$ cat src/sv/tpcc_pkg.sv
// shared types and constants of the two-player countdown clock
// no dependencies; imported by every module of the block
`timescale 1ns / 1ps
`default_nettype none

package tpcc_pkg;

  localparam int TIME_W     = 24;
  localparam int QUIET_W    = 11;
  localparam int DEB_W      = 10;
  localparam int CFG_IDX_W  = 8;
  localparam int CFG_DATA_W = 24;
  localparam int N_LANES    = 3;
  localparam int MAX_RES    = 3;

  localparam logic [QUIET_W-1:0] QUIET_MAX = {QUIET_W{1'b1}};

  localparam logic [CFG_DATA_W-1:0] INIT_TIME_RST = 24'd540000;
  localparam logic [DEB_W-1:0]      DEBOUNCE_RST  = 10'd50;

  localparam logic [CFG_IDX_W-1:0] CFG_INIT_TIME = 8'd0;
  localparam logic [CFG_IDX_W-1:0] CFG_DEBOUNCE  = 8'd1;

  localparam logic [2:0] EV_RESET   = 3'd1;
  localparam logic [2:0] EV_START   = 3'd2;
  localparam logic [2:0] EV_SWITCH  = 3'd3;
  localparam logic [2:0] EV_TIMEOUT = 3'd4;

  localparam logic [1:0] WHO_NONE = 2'd0;
  localparam logic [1:0] WHO_P1   = 2'd1;
  localparam logic [1:0] WHO_P2   = 2'd2;

  localparam int LANE_RESET = 0;
  localparam int LANE_P1    = 1;
  localparam int LANE_P2    = 2;

  typedef enum logic [1:0] {
    MODE_IDLE = 2'd0,
    MODE_P1   = 2'd1,
    MODE_P2   = 2'd2,
    MODE_OVER = 2'd3
  } mode_e;

  typedef struct packed {
    logic reset_level;
    logic p1_level;
    logic p2_level;
  } in_t;

  typedef struct packed {
    logic [2:0]  event_kind;
    logic [1:0]  acting_player;
    logic [23:0] p1_remaining_ms;
    logic [23:0] p2_remaining_ms;
    logic [1:0]  clock_mode;
    logic        last_of_tick;
  } out_t;

  // all results caused by one tick
  typedef struct packed {
    logic [1:0]             n_res;
    out_t [MAX_RES-1:0]     slot;
  } bundle_t;

endpackage

`default_nettype wire

$ cat src/sv/two_player_countdown_clock.sv
// top level of the two-player countdown clock with debounced buttons
// depends on tpcc_pkg, tpcc_lane, tpcc_game, tpcc_outq
`timescale 1ns / 1ps
`default_nettype none

// One input transaction is one millisecond tick; three debounce lanes and the game stage
// update together, so ticks can arrive back to back. A tick causes zero to three result
// transactions. They go into a two-tick output queue and leave at one per cycle while the
// receiver does not stall, so the sustained rate is one tick per cycle as long as a tick
// yields at most one result; the results of one tick leave one after another. The input
// stalls while the queue holds two ticks not yet fully delivered. Register 0 sets the
// starting time in ms, register 1 the debounce threshold in ticks.
module two_player_countdown_clock
  import tpcc_pkg::*;
(
  input  wire logic                  clk_i,
  input  wire logic                  rst_ni,
  input  wire logic                  in_valid_i,
  output logic                       in_stall_o,
  input  in_t                        in_data_i,
  output logic                       out_valid_o,
  input  wire logic                  out_stall_i,
  output out_t                       out_data_o,
  input  wire logic                  cfg_we_i,
  input  wire logic [CFG_IDX_W-1:0]  cfg_idx_i,
  input  wire logic [CFG_DATA_W-1:0] cfg_data_i
);

  logic [CFG_DATA_W-1:0] init_time_q;
  logic [DEB_W-1:0]      debounce_q;
  logic                  tick;
  logic [N_LANES-1:0]    press;
  logic [N_LANES-1:0]    levels;
  logic                  full;
  bundle_t               bundle;

  assign levels     = {in_data_i.p2_level, in_data_i.p1_level, in_data_i.reset_level};
  assign in_stall_o = full;
  assign tick       = in_valid_i && !full;

  always_ff @(posedge clk_i or negedge rst_ni) begin
    if (!rst_ni) begin
      init_time_q <= INIT_TIME_RST;
      debounce_q  <= DEBOUNCE_RST;
    end else if (cfg_we_i) begin
      unique case (cfg_idx_i)
        CFG_INIT_TIME: init_time_q <= cfg_data_i;
        CFG_DEBOUNCE:  debounce_q  <= cfg_data_i[DEB_W-1:0];
        default: ;
      endcase
    end
  end

  for (genvar g = 0; g < N_LANES; g++) begin : g_lane
    tpcc_lane u_lane (
      .clk_i      (clk_i),
      .rst_ni     (rst_ni),
      .tick_i     (tick),
      .level_i    (levels[g]),
      .debounce_i (debounce_q),
      .press_o    (press[g])
    );
  end

  tpcc_game u_game (
    .clk_i       (clk_i),
    .rst_ni      (rst_ni),
    .tick_i      (tick),
    .press_i     (press),
    .init_time_i (init_time_q),
    .bundle_o    (bundle)
  );

  tpcc_outq u_outq (
    .clk_i       (clk_i),
    .rst_ni      (rst_ni),
    .push_i      (tick && (bundle.n_res != 2'd0)),
    .bundle_i    (bundle),
    .full_o      (full),
    .out_valid_o (out_valid_o),
    .out_stall_i (out_stall_i),
    .out_data_o  (out_data_o)
  );

endmodule

`default_nettype wire

$ cat src/sv/tpcc_lane.sv
// one debounce lane: quiet counter and stable level of one raw button
// depends on tpcc_pkg
`timescale 1ns / 1ps
`default_nettype none

module tpcc_lane
  import tpcc_pkg::*;
(
  input  wire logic             clk_i,
  input  wire logic             rst_ni,
  input  wire logic             tick_i,
  input  wire logic             level_i,
  input  wire logic [DEB_W-1:0] debounce_i,
  output logic                  press_o
);

  logic               prev_q, prev_d;
  logic               stable_q, stable_d;
  logic [QUIET_W-1:0] quiet_q, quiet_d;
  logic               change;

  always_comb begin
    if (level_i != prev_q) begin
      quiet_d = '0;
    end else if (quiet_q < QUIET_MAX) begin
      quiet_d = quiet_q + QUIET_W'(1);
    end else begin
      quiet_d = quiet_q;
    end
    change   = (quiet_d > {{(QUIET_W-DEB_W){1'b0}}, debounce_i}) && (level_i != stable_q);
    stable_d = change ? level_i : stable_q;
    prev_d   = level_i;
    press_o  = change && !level_i;
  end

  always_ff @(posedge clk_i or negedge rst_ni) begin
    if (!rst_ni) begin
      prev_q   <= 1'b1;
      stable_q <= 1'b1;
      quiet_q  <= QUIET_MAX;
    end else if (tick_i) begin
      prev_q   <= prev_d;
      stable_q <= stable_d;
      quiet_q  <= quiet_d;
    end
  end

endmodule

`default_nettype wire

$ cat src/sv/tpcc_game.sv
// merge stage: applies the lane presses in order, runs the countdown, builds results
// depends on tpcc_pkg
`timescale 1ns / 1ps
`default_nettype none

module tpcc_game
  import tpcc_pkg::*;
(
  input  wire logic                  clk_i,
  input  wire logic                  rst_ni,
  input  wire logic                  tick_i,
  input  wire logic [N_LANES-1:0]    press_i,
  input  wire logic [CFG_DATA_W-1:0] init_time_i,
  output bundle_t                    bundle_o
);

  mode_e             mode_q, mode_d;
  logic [TIME_W-1:0] t1_q, t1_d, t2_q, t2_d;
  logic [TIME_W-1:0] t_init;
  logic [1:0]        n;
  logic              moved;

  assign t_init = TIME_W'(init_time_i);

  function automatic out_t mk(logic [2:0] kind, logic [1:0] who, logic [TIME_W-1:0] a,
                              logic [TIME_W-1:0] b, mode_e m);
    out_t r;
    r.event_kind      = kind;
    r.acting_player   = who;
    r.p1_remaining_ms = 24'(a);
    r.p2_remaining_ms = 24'(b);
    r.clock_mode      = m;
    r.last_of_tick    = 1'b0;
    return r;
  endfunction

  always_comb begin
    mode_d   = mode_q;
    t1_d     = t1_q;
    t2_d     = t2_q;
    n        = 2'd0;
    moved    = 1'b0;
    bundle_o = '0;

    if (press_i[LANE_RESET]) begin
      mode_d = MODE_IDLE;
      t1_d   = t_init;
      t2_d   = t_init;
      bundle_o.slot[n] = mk(EV_RESET, WHO_NONE, t1_d, t2_d, mode_d);
      n = n + 2'd1;
    end

    if (press_i[LANE_P1]) begin
      if (mode_d == MODE_IDLE || mode_d == MODE_P1) begin
        bundle_o.slot[n] = mk((mode_d == MODE_IDLE) ? EV_START : EV_SWITCH, WHO_P1,
                              t1_d, t2_d, MODE_P2);
        mode_d = MODE_P2;
        moved  = 1'b1;
        n = n + 2'd1;
      end
    end

    if (press_i[LANE_P2]) begin
      if (mode_d == MODE_IDLE || mode_d == MODE_P2) begin
        bundle_o.slot[n] = mk((mode_d == MODE_IDLE) ? EV_START : EV_SWITCH, WHO_P2,
                              t1_d, t2_d, MODE_P1);
        mode_d = MODE_P1;
        moved  = 1'b1;
        n = n + 2'd1;
      end
    end

    if (!moved) begin
      if (mode_d == MODE_P1) begin
        if (t1_d <= TIME_W'(1)) begin
          t1_d   = '0;
          mode_d = MODE_OVER;
          bundle_o.slot[n] = mk(EV_TIMEOUT, WHO_P1, t1_d, t2_d, mode_d);
          n = n + 2'd1;
        end else begin
          t1_d = t1_d - TIME_W'(1);
        end
      end else if (mode_d == MODE_P2) begin
        if (t2_d <= TIME_W'(1)) begin
          t2_d   = '0;
          mode_d = MODE_OVER;
          bundle_o.slot[n] = mk(EV_TIMEOUT, WHO_P2, t1_d, t2_d, mode_d);
          n = n + 2'd1;
        end else begin
          t2_d = t2_d - TIME_W'(1);
        end
      end
    end

    if (n != 2'd0) begin
      bundle_o.slot[n - 2'd1].last_of_tick = 1'b1;
    end
    bundle_o.n_res = n;
  end

  always_ff @(posedge clk_i or negedge rst_ni) begin
    if (!rst_ni) begin
      mode_q <= MODE_IDLE;
      t1_q   <= TIME_W'(INIT_TIME_RST);
      t2_q   <= TIME_W'(INIT_TIME_RST);
    end else if (tick_i) begin
      mode_q <= mode_d;
      t1_q   <= t1_d;
      t2_q   <= t2_d;
    end
  end

endmodule

`default_nettype wire

$ cat src/sv/tpcc_outq.sv
// output queue: two tick bundles, drained one result transaction per cycle while the receiver does not stall
// depends on tpcc_pkg
`timescale 1ns / 1ps
`default_nettype none

module tpcc_outq
  import tpcc_pkg::*;
(
  input  wire logic    clk_i,
  input  wire logic    rst_ni,
  input  wire logic    push_i,
  input  bundle_t      bundle_i,
  output logic         full_o,
  output logic         out_valid_o,
  input  wire logic    out_stall_i,
  output out_t         out_data_o
);

  bundle_t    mem_q [2];
  logic       wr_q, rd_q;
  logic [1:0] cnt_q, cnt_d;
  logic [1:0] slot_q;
  logic       take, pop;
  bundle_t    head;

  assign head        = mem_q[rd_q];
  assign full_o      = (cnt_q == 2'd2);
  assign out_valid_o = (cnt_q != 2'd0);
  assign out_data_o  = head.slot[slot_q];
  assign take        = out_valid_o && !out_stall_i;
  assign pop         = take && (slot_q == head.n_res - 2'd1);

  always_comb begin
    cnt_d = cnt_q;
    if (push_i && !pop) begin
      cnt_d = cnt_q + 2'd1;
    end else if (pop && !push_i) begin
      cnt_d = cnt_q - 2'd1;
    end
  end

  always_ff @(posedge clk_i) begin
    if (push_i) begin
      mem_q[wr_q] <= bundle_i;
    end
  end

  always_ff @(posedge clk_i or negedge rst_ni) begin
    if (!rst_ni) begin
      wr_q   <= 1'b0;
      rd_q   <= 1'b0;
      cnt_q  <= 2'd0;
      slot_q <= 2'd0;
    end else begin
      cnt_q <= cnt_d;
      if (push_i) begin
        wr_q <= !wr_q;
      end
      if (pop) begin
        rd_q   <= !rd_q;
        slot_q <= 2'd0;
      end else if (take) begin
        slot_q <= slot_q + 2'd1;
      end
    end
  end

  a_cnt_bound: assert property (@(posedge clk_i) disable iff (!rst_ni)
    cnt_q <= 2'd2)
    else $error("output queue overflow");

  a_no_push_full: assert property (@(posedge clk_i) disable iff (!rst_ni)
    full_o |-> !push_i || pop)
    else $error("push into full queue");

  a_slot_in_range: assert property (@(posedge clk_i) disable iff (!rst_ni)
    out_valid_o |-> (slot_q < head.n_res))
    else $error("slot beyond bundle result count");

  a_last_flag: assert property (@(posedge clk_i) disable iff (!rst_ni)
    out_valid_o |-> (out_data_o.last_of_tick == (slot_q == head.n_res - 2'd1)))
    else $error("last_of_tick out of step with bundle");

  a_more_follow: assert property (@(posedge clk_i) disable iff (!rst_ni)
    (take && !pop) |=> out_valid_o)
    else $error("result transaction lost inside a tick");

endmodule

`default_nettype wire

$ cat config.mk
export PLATFORM = sky130hd
export DESIGN_NAME = two_player_countdown_clock
export DESIGN_NICKNAME = d
export VERILOG_FILES = /design/src/sv/tpcc_pkg.sv /design/src/sv/two_player_countdown_clock.sv /design/src/sv/tpcc_lane.sv /design/src/sv/tpcc_game.sv /design/src/sv/tpcc_outq.sv
export SDC_FILE = /design/constraint.sdc
export NUM_CORES = 1
export LEC_CHECK = 0
export ABC_AREA = 1
export BUFFER_PORTS_ARGS = -buffer_cell sky130_fd_sc_hd__buf_4
export CAP_MARGIN = 0
export CORE_MARGIN = 1.5
export CORE_UTILIZATION = 56
export DETAILED_ROUTE_END_ITERATION = 16
export GPL_TIMING_DRIVEN = 0
export PLACE_DENSITY_LB_ADDON = 0.3
export SYNTH_ARGS = -nofsm -noshare
export SYNTH_HDL_FRONTEND = slang
export SYNTH_SLANG_ARGS = --single-unit
$ cat constraint.sdc
create_clock -name clk_i -period 12.65 [get_ports clk_i]
set_clock_uncertainty 0.05 [all_clocks]
set_input_delay 1.265 -clock clk_i [delete_from_list [all_inputs] [get_ports clk_i]]
set_output_delay 1.265 -clock clk_i [all_outputs]
set_load 0.02 [all_outputs]
# Word-level counts from Yosys, hierarchy flattened
# Memories as Yosys holds them, arrays and structs flattened.
# Index checks and enable logic that the tools add are counted.
[totals] reg_bits=129 mem_bits_rw=340 inputBits=40 output_inout_bits=58 elab_cells=174 memories=1
[mem_list] name="u_outq.mem_q" words=2 word_bits=170 rd=1 rd_ports_with_merged_regs=0 wr=1 line="tpcc_outq.sv:19" rtl="bundle_t mem_q [2];"
[classes] n_addsub=13 order_cmp=17 n_eq_ne=13 n_mux=73 n_reduce_logical=39
[op_table] op="$mux W168" count=10
[op_table] op="$bwmux W168" count=5
[op_table] op="$demux W56 S2" count=4
[op_table] op="$mux W56" count=4
[op_table] op="$mux W24" count=9
[op_table] op="$bmux W56 S2" count=1
[op_table] op="$mux W11" count=6
[op_table] op="$mux W54" count=1
[op_table] op="$le A24 B1 Y1 const B" count=2
[op_table] op="$sub A24 B1 Y24 const B" count=2
[op_table] op="$mux W2" count=23
[op_table] op="$add A11 B1 Y11 const B" count=3
[op_table] op="$gt A11 B10 Y1" count=3
[op_table] op="$lt A11 B11 Y1 const B" count=3
[op_table] op="$logic_and A1 B1 Y1" count=16
[op_table] op="$lt A2 B3 Y1 const B" count=4
[op_table] op="$mux W1" count=10
[op_table] op="$reduce_and A2 Y1" count=5
[op_table] op="$logic_not A1 Y1" count=9
[op_table] op="$add A2 B1 Y2 const B" count=4
[op_table] op="$eq A8 B1 Y1 const B" count=1
[op_table] op="$logic_not A8 Y1" count=1
[op_table] op="$reduce_bool A2 Y1" count=4
[op_table] op="$eq A2 B2 Y1 const B" count=3
[op_table] op="other kinds (10)" count=22

# Depth between registers and ports, before layout
[logic_depth] word_depth=27 mapped_depth=44 depth_no_buf=43

# Hierarchy
# Synthesis repeated with hierarchy kept, for this count alone.
[hier_totals] hier_cells=2720 hier_area_um2=24788.8
[by_module_without_submodules] mod="tpcc_outq" instances=1 cells_each=959 area_each_um2=13414.1 seq_area_each_um2=10359.9
[by_module_without_submodules] mod="tpcc_game" instances=1 cells_each=1126 area_each_um2=6500.0 seq_area_each_um2=1271.2
[by_module_without_submodules] mod="tpcc_lane" instances=3 cells_each=156 area_each_um2=1141.1 seq_area_each_um2=341.6
[by_module_without_submodules] mod="two_player_countdown_clock" instances=1 cells_each=167 area_each_um2=1451.4 seq_area_each_um2=864.6

# Least setup slack after synthesis
# Ideal clock, no wire load.
[synth_timing] kind="input -> register" startpoint="input port in_data_i[1] (netlist name)" endpoint="memory u_outq.mem_q[1][0] (netlist name) (enable)" setup_time_ns=0.700 arrival_ns=11.647 t_required_ns=11.900 path_slack_ns=0.253 cell_stages=29 n_path_buf=0 path_cell_list="xnor2_1 -> o21ai_0 -> a31oi_1 -> ha_1 -> nand2_1 -> o21a_1 -> nand2_1 -> nand2_1 -> nand2_1 -> nand2_1 -> nand2_1 -> nand2_1 -> a21boi_4 -> inv_2 -> o21ai_1 -> inv_1 -> nor2_1 -> inv_1 -> ha_1 -> inv_1 -> o21ai_1 -> inv_1 -> ha_1 -> inv_1 -> nand3_1 -> nand2_2 -> nand2_2 -> nand2_2 -> nor2_1"
[synth_between] elab_chain_cells=19 word_cells_on_any_way=32 classes_between="2 x add/sub; 1 x order compare; 5 x eq/ne; 17 x mux; 7 x reduce/logical"
[synth_lines] item="from (decl)" line="two_player_countdown_clock.sv:20" rtl="input in_t in_data_i,"
[synth_lines] item="$ne A1 B1 Y1 (*)" line="tpcc_lane.sv:23" rtl="if (level_i != prev_q) begin"
[synth_lines] item="$mux W11 (*)" line="tpcc_lane.sv:23"
[synth_lines] item="named net g_lane[1].u_lane.quiet_d[5]" line="tpcc_lane.sv:19" rtl="logic [QUIET_W-1:0] quiet_q, quiet_d;"
[synth_lines] item="$gt A11 B10 Y1 (*)" line="tpcc_lane.sv:30" rtl="change = (quiet_d > {{(QUIET_W-DEB_W){1'b0}}, debounce_i}) && (level_i != stable_q);"
[synth_lines] item="$logic_and A1 B1 Y1 (*)" line="tpcc_lane.sv:30"
[synth_lines] item="$logic_and A1 B1 Y1 (*)" line="tpcc_lane.sv:33" rtl="press_o = change && !level_i;"
[synth_lines] item="parallel branches: the longest is 9 deep, another holds $add A2 B1 Y2"
[synth_lines] item="$mux W2 (*)" line="tpcc_game.sv:73" rtl="if (!moved) begin"
[synth_lines] item="$reduce_bool A2 Y1 (*)" line="two_player_countdown_clock.sv:77" rtl=".push_i (tick && (bundle.n_res != 2'd0)),"
[synth_lines] item="$logic_and A1 B1 Y1 (*)" line="two_player_countdown_clock.sv:77"
[synth_lines] item="$mux W1 (*)" line="tpcc_outq.sv:43" rtl="if (push_i) begin"
[synth_lines] item="$mux W1 (implied by the code) (*)" line="tpcc_outq.sv:44" rtl="mem_q[wr_q] <= bundle_i;"
[synth_lines] item="to (decl)" line="tpcc_outq.sv:19"
# Mark *: on every way through the listed nets, which the timed path passes.

# Final worst setup path
[layout_timing] startpoint="register g_lane[0].u_lane.quiet_q[5]" endpoint="memory u_outq.mem_q[0][151] (netlist name) (enable)"
[layout_between] elab_chain_cells=24 word_cells_on_any_way=45 classes_between="4 x add/sub; 4 x order compare; 4 x eq/ne; 25 x mux; 8 x reduce/logical"
[layout_lines] item="from (decl)" line="tpcc_lane.sv:19"
[layout_lines] item="from (signal assigned)" line="tpcc_lane.sv:44" rtl="quiet_q <= quiet_d;"
[layout_lines] item="$add A11 B1 Y11 / $lt A11 B11 Y1 (equally long branches)" line="tpcc_lane.sv:26, tpcc_lane.sv:25"
[layout_lines] item="$mux W11 (*)" line="tpcc_lane.sv:25" rtl="end else if (quiet_q < QUIET_MAX) begin"
[layout_lines] item="$mux W11 (*)" line="tpcc_lane.sv:23"
[layout_lines] item="named net g_lane[0].u_lane.quiet_d[5]" line="tpcc_lane.sv:19"
[layout_lines] item="$gt A11 B10 Y1 (*)" line="tpcc_lane.sv:30"
[layout_lines] item="$logic_and A1 B1 Y1 (*)" line="tpcc_lane.sv:30"
[layout_lines] item="$logic_and A1 B1 Y1 (*)" line="tpcc_lane.sv:33"
[layout_lines] item="parallel branches: the longest is 13 deep, another holds $add A2 B1 Y2"
[layout_lines] item="$mux W2 (*)" line="tpcc_game.sv:73"
[layout_lines] item="$reduce_bool A2 Y1 (*)" line="two_player_countdown_clock.sv:77"
[layout_lines] item="$logic_and A1 B1 Y1 (*)" line="two_player_countdown_clock.sv:77"
[layout_lines] item="$mux W1 (*)" line="tpcc_outq.sv:43"
[layout_lines] item="$mux W1 (implied by the code) (*)" line="tpcc_outq.sv:44"
# Marked as above.

==> impl_results.md <==
* Share of final-layout standard cells stronger than drive strength 1 at 15.1%
* Area share of the leading cell type in the synthesized netlist at 42.4%
* Clock buffers created by TritonCTS at 48
* Headroom to the max-slew limit at roughly 9%
* Post-synthesis cell count at 2,565
* Cell area after synthesis at 23,900 µm²
* Overall routed net length at between 90,000 and 100,000 µm
* Static power due to leakage at around 11 nW
* Max rail drop VDD at 0.000165 V
* Residual DRC at 0
* Run status: complete, no violations
* Proportion of synthesized chip area in sequential cells at 56.2%
* Maximum frequency from static timing analysis at 138 MHz
* Kind of end point of the critical path: flop
* Required time at the worst-slack endpoint at roughly 13 ns
* Chip width at 210 µm
* Hold Worst Slack at around 0.43 ns
* Root cell of the clock tree: clkbuf_16
* Kind of critical path: flop to flop
* Leading cell types by count after synthesis: 494 x nand2_1, 360 x o21ai_0, 338 x edfxtp_1
* Top area cells in the synthesized netlist: edfxtp_1 42%, nand2_1 7.7%, o21ai_0 7.5%
* # port buffers at 97
* Die span in y at 210 µm
* Boundary Pins at 98
* Total core area at 42,000 µm²
* Max incr delay on CP at about 0.57 ns
* Starting utilization of the core area at 56.9%
* Violation count after the first detailed-route iteration at 3,329
* Storage cell area at 13,500 µm²
* Post-DR wirelength/cell at 28.7 µm
* Yosys reg bits at 467
* Share of synthesized registers carrying an async set or reset at about 28%
* Most used cell, CP: nand2_1
* Die area at 44,000 µm²
* Hold Vio Cnt, Final at 0
* Data arrival at the endpoint of the critical path at 7.40 ns
* Worst skew pair latency at ~0.61 ns
* Critical path launch point type: flop
* Count of cells resized by post-cts repair at 0
* Total of endpoints with negative setup slack in the final report at 0
* Max cap viols at 0
* Global-route wire length before repair at about 130,000 µm
* Antenna violations before repair at 0
* Number of vias per cell at 6.47
* Maximum number of pins on one net before global-route repair at 118
* Slew @ Worst Pin at 1.35 ns
* Max H-tree Level at 2
* Average footprint of a synthesized cell at between 9 and 10 µm²
* Total cell area at the placement stage at 25,500 µm²
* Syn. warnings at 0
* CTS Hold Bufs at 0
* Worst-path clk slew at 0.06 ns
* Clock Path Buffers at 3
* Synth area leader: edfxtp_1
* Hold/Removal Path Class: flop to flop
* Final clock period utilization by the worst path at 57.2%
* Clock tree from TritonCTS: built
* Number of global-route vias before repair at between 20,000 and 25,000
* Total congestion overflow at 0
* Minimum clock period at 7.23 ns
* Max-slew violation count at 0
* Post-detail-place hpwl at ~70,000 µm
* Area used by multi-input combinational logic at 9080 µm²
* ANT nets after route at 0
* Top-count cell post-synth: nand2_1
* Area growth from synthesis to layout at 13.3%
* Fillers at 3,297
* Inserted Diodes at 0
* Final Instance Area at approximately 27,000 µm²
* Number of sinks handled by clock tree synthesis at 467
* RSZ-0062 raised after global routing: no
* Post-synth EDFFs at roughly 340
* Post-CTS setup buffer count at 0
* Distinct cell type count of the synthesized netlist at 63
* Vias after detailed routing at roughly 21,000
* Final GP Congestion at between 1 and 1.5
* Slowest CP cell: a21oi_1
* Top fanout value on the critical path at between 100 and 150
* Net count after synthesis at 2,650
* Ratio of total power to cell area at 265 nW/µm²
* Initial DRT Pass Iterations at 8
* Net count, final at 2,804
* Primary FF master, synth: edfxtp_1
* Standard-cell rows at 75
* Total routing resource utilization after global routing at 43.0%
[cell type report]
| type | instances | share of cell area, % |
|---|---|---|
| repair buffers | 104 | 3.30 |
| inverters | 216 | 3.02 |
| clock inverters | 24 | 1.02 |
| clock buffers | 65 | 4.88 |
| multi-input cells | 1754 | 33.5 |
| flip-flops and latches | 467 | 49.6 |
| well taps | 539 | 2.49 |
| plain buffers | 128 | 2.18 |
[worst paths after layout]
check / slack [ns] / to / cells past startpoint / startpoint
setup / recovery: 5.42 / u_outq.mem_q[0][151] / 38 / g_lane[0].u_lane.quiet_q[5]
hold / removal: 0.43 / u_game.t2_q[5] / 2 / u_game.t2_q[5]
setup reg to reg: 5.42 / u_outq.mem_q[0][151] / 38 / g_lane[0].u_lane.quiet_q[5]
hold reg to reg: 0.43 / u_game.t2_q[5] / 2 / u_game.t2_q[5]
max in group asynchronous: 11.14 / u_game.t1_q[8] / 2 / rst_ni
min in group asynchronous: 0.53 / u_game.t2_q[9] / 1 / rst_ni
[worst max-delay path, delay by kind of cell, from the launching register on]
kind	cells	cell delay, ns
xor gates and xnor gates	1	0.14
AOI/OAI and AO/OA	3	1.36
DFF	1	0.55
and+or+nand+nor	26	2.93
adders and majority gates	2	0.54
buffers and inverters	6	1.06
[flip-flops by register name, summed over array words and instances (netlist names)]
register and cells:
g_lane.u_lane.stable_q 3, u_outq.mem_q 338, u_game.mode_q 2, g_lane.u_lane.prev_q 3, debounce_q 10, u_outq.slot_q 2
u_outq.rd_q 1, u_outq.wr_q 1, g_lane.u_lane.quiet_q 33, u_game.t2_q 24, u_game.t1_q 24, u_outq.cnt_q 2
init_time_q 24
[power by group]
| part | internal, mW | switching, mW |
|---|---|---|
| registers | 2.13 | 0.135 |
| logic | 0.896 | 2.57 |
| clock network | 0.841 | 0.624 |
[per-stage QoR]
stage / utilization (%) / setup WS (ns) / total power [mW] / TNS, ns / std cells
2_1_floorplan: - / 0.253 / 4.31 / 0 / 2565
3_3_place_gp: 60.3 / -4.36 / 5.58 / -734.02 / 3201
3_5_place_dp: 60.7 / 5.08 / 5.60 / 0 / 3208
4_1_cts: 64.5 / 5.55 / 7.06 / 0 / 3297
5_1_grt: 64.5 / 5.04 / 7.46 / 0 / 3297
6_report: 64.5 / 5.42 / 7.20 / 0 / 3297
[placed cells by master (no fill, tap or decap), types with 21 or more instances in the layout]
cell,instances
a21oi_1,79
buf_4,98
clkbuf_1,113
clkbuf_16,48
dfrtp_1,63
dfstp_2,66
edfxtp_1,338
ha_1,45
inv_1,189
inv_2,23
nand2_1,494
nand2_2,35
nand3_1,136
nand4_1,21
nor2_1,274
nor2_2,34
nor3_1,22
o21ai_0,360
o221ai_1,39
o22ai_1,62
xor2_1,33
[layer usage]
metal | GRT usage (%) | wire, µm | vias up
li1 | - | - | 9221
met2 | 66.4 | 41900 | 1681
met4 | 29.9 | 7570 | 0
met5 | 0 | 0 | -
met3 | 8.72 | 10800 | 323
met1 | 54.6 | 34200 | 10100
[logic make-up after synthesis]
group,share of synthesized area (%)
AND/OR/NAND/NOR,18.8
AO/OA/AOI/OAI,14.7
flip-flops,56.2
buffers and inverters,5.86
adder cells (fa/ha/maj),2.35
XOR/XNOR,1.42
multiplexers,0.659
Note: power is estimated with default switching activity, not from simulation.
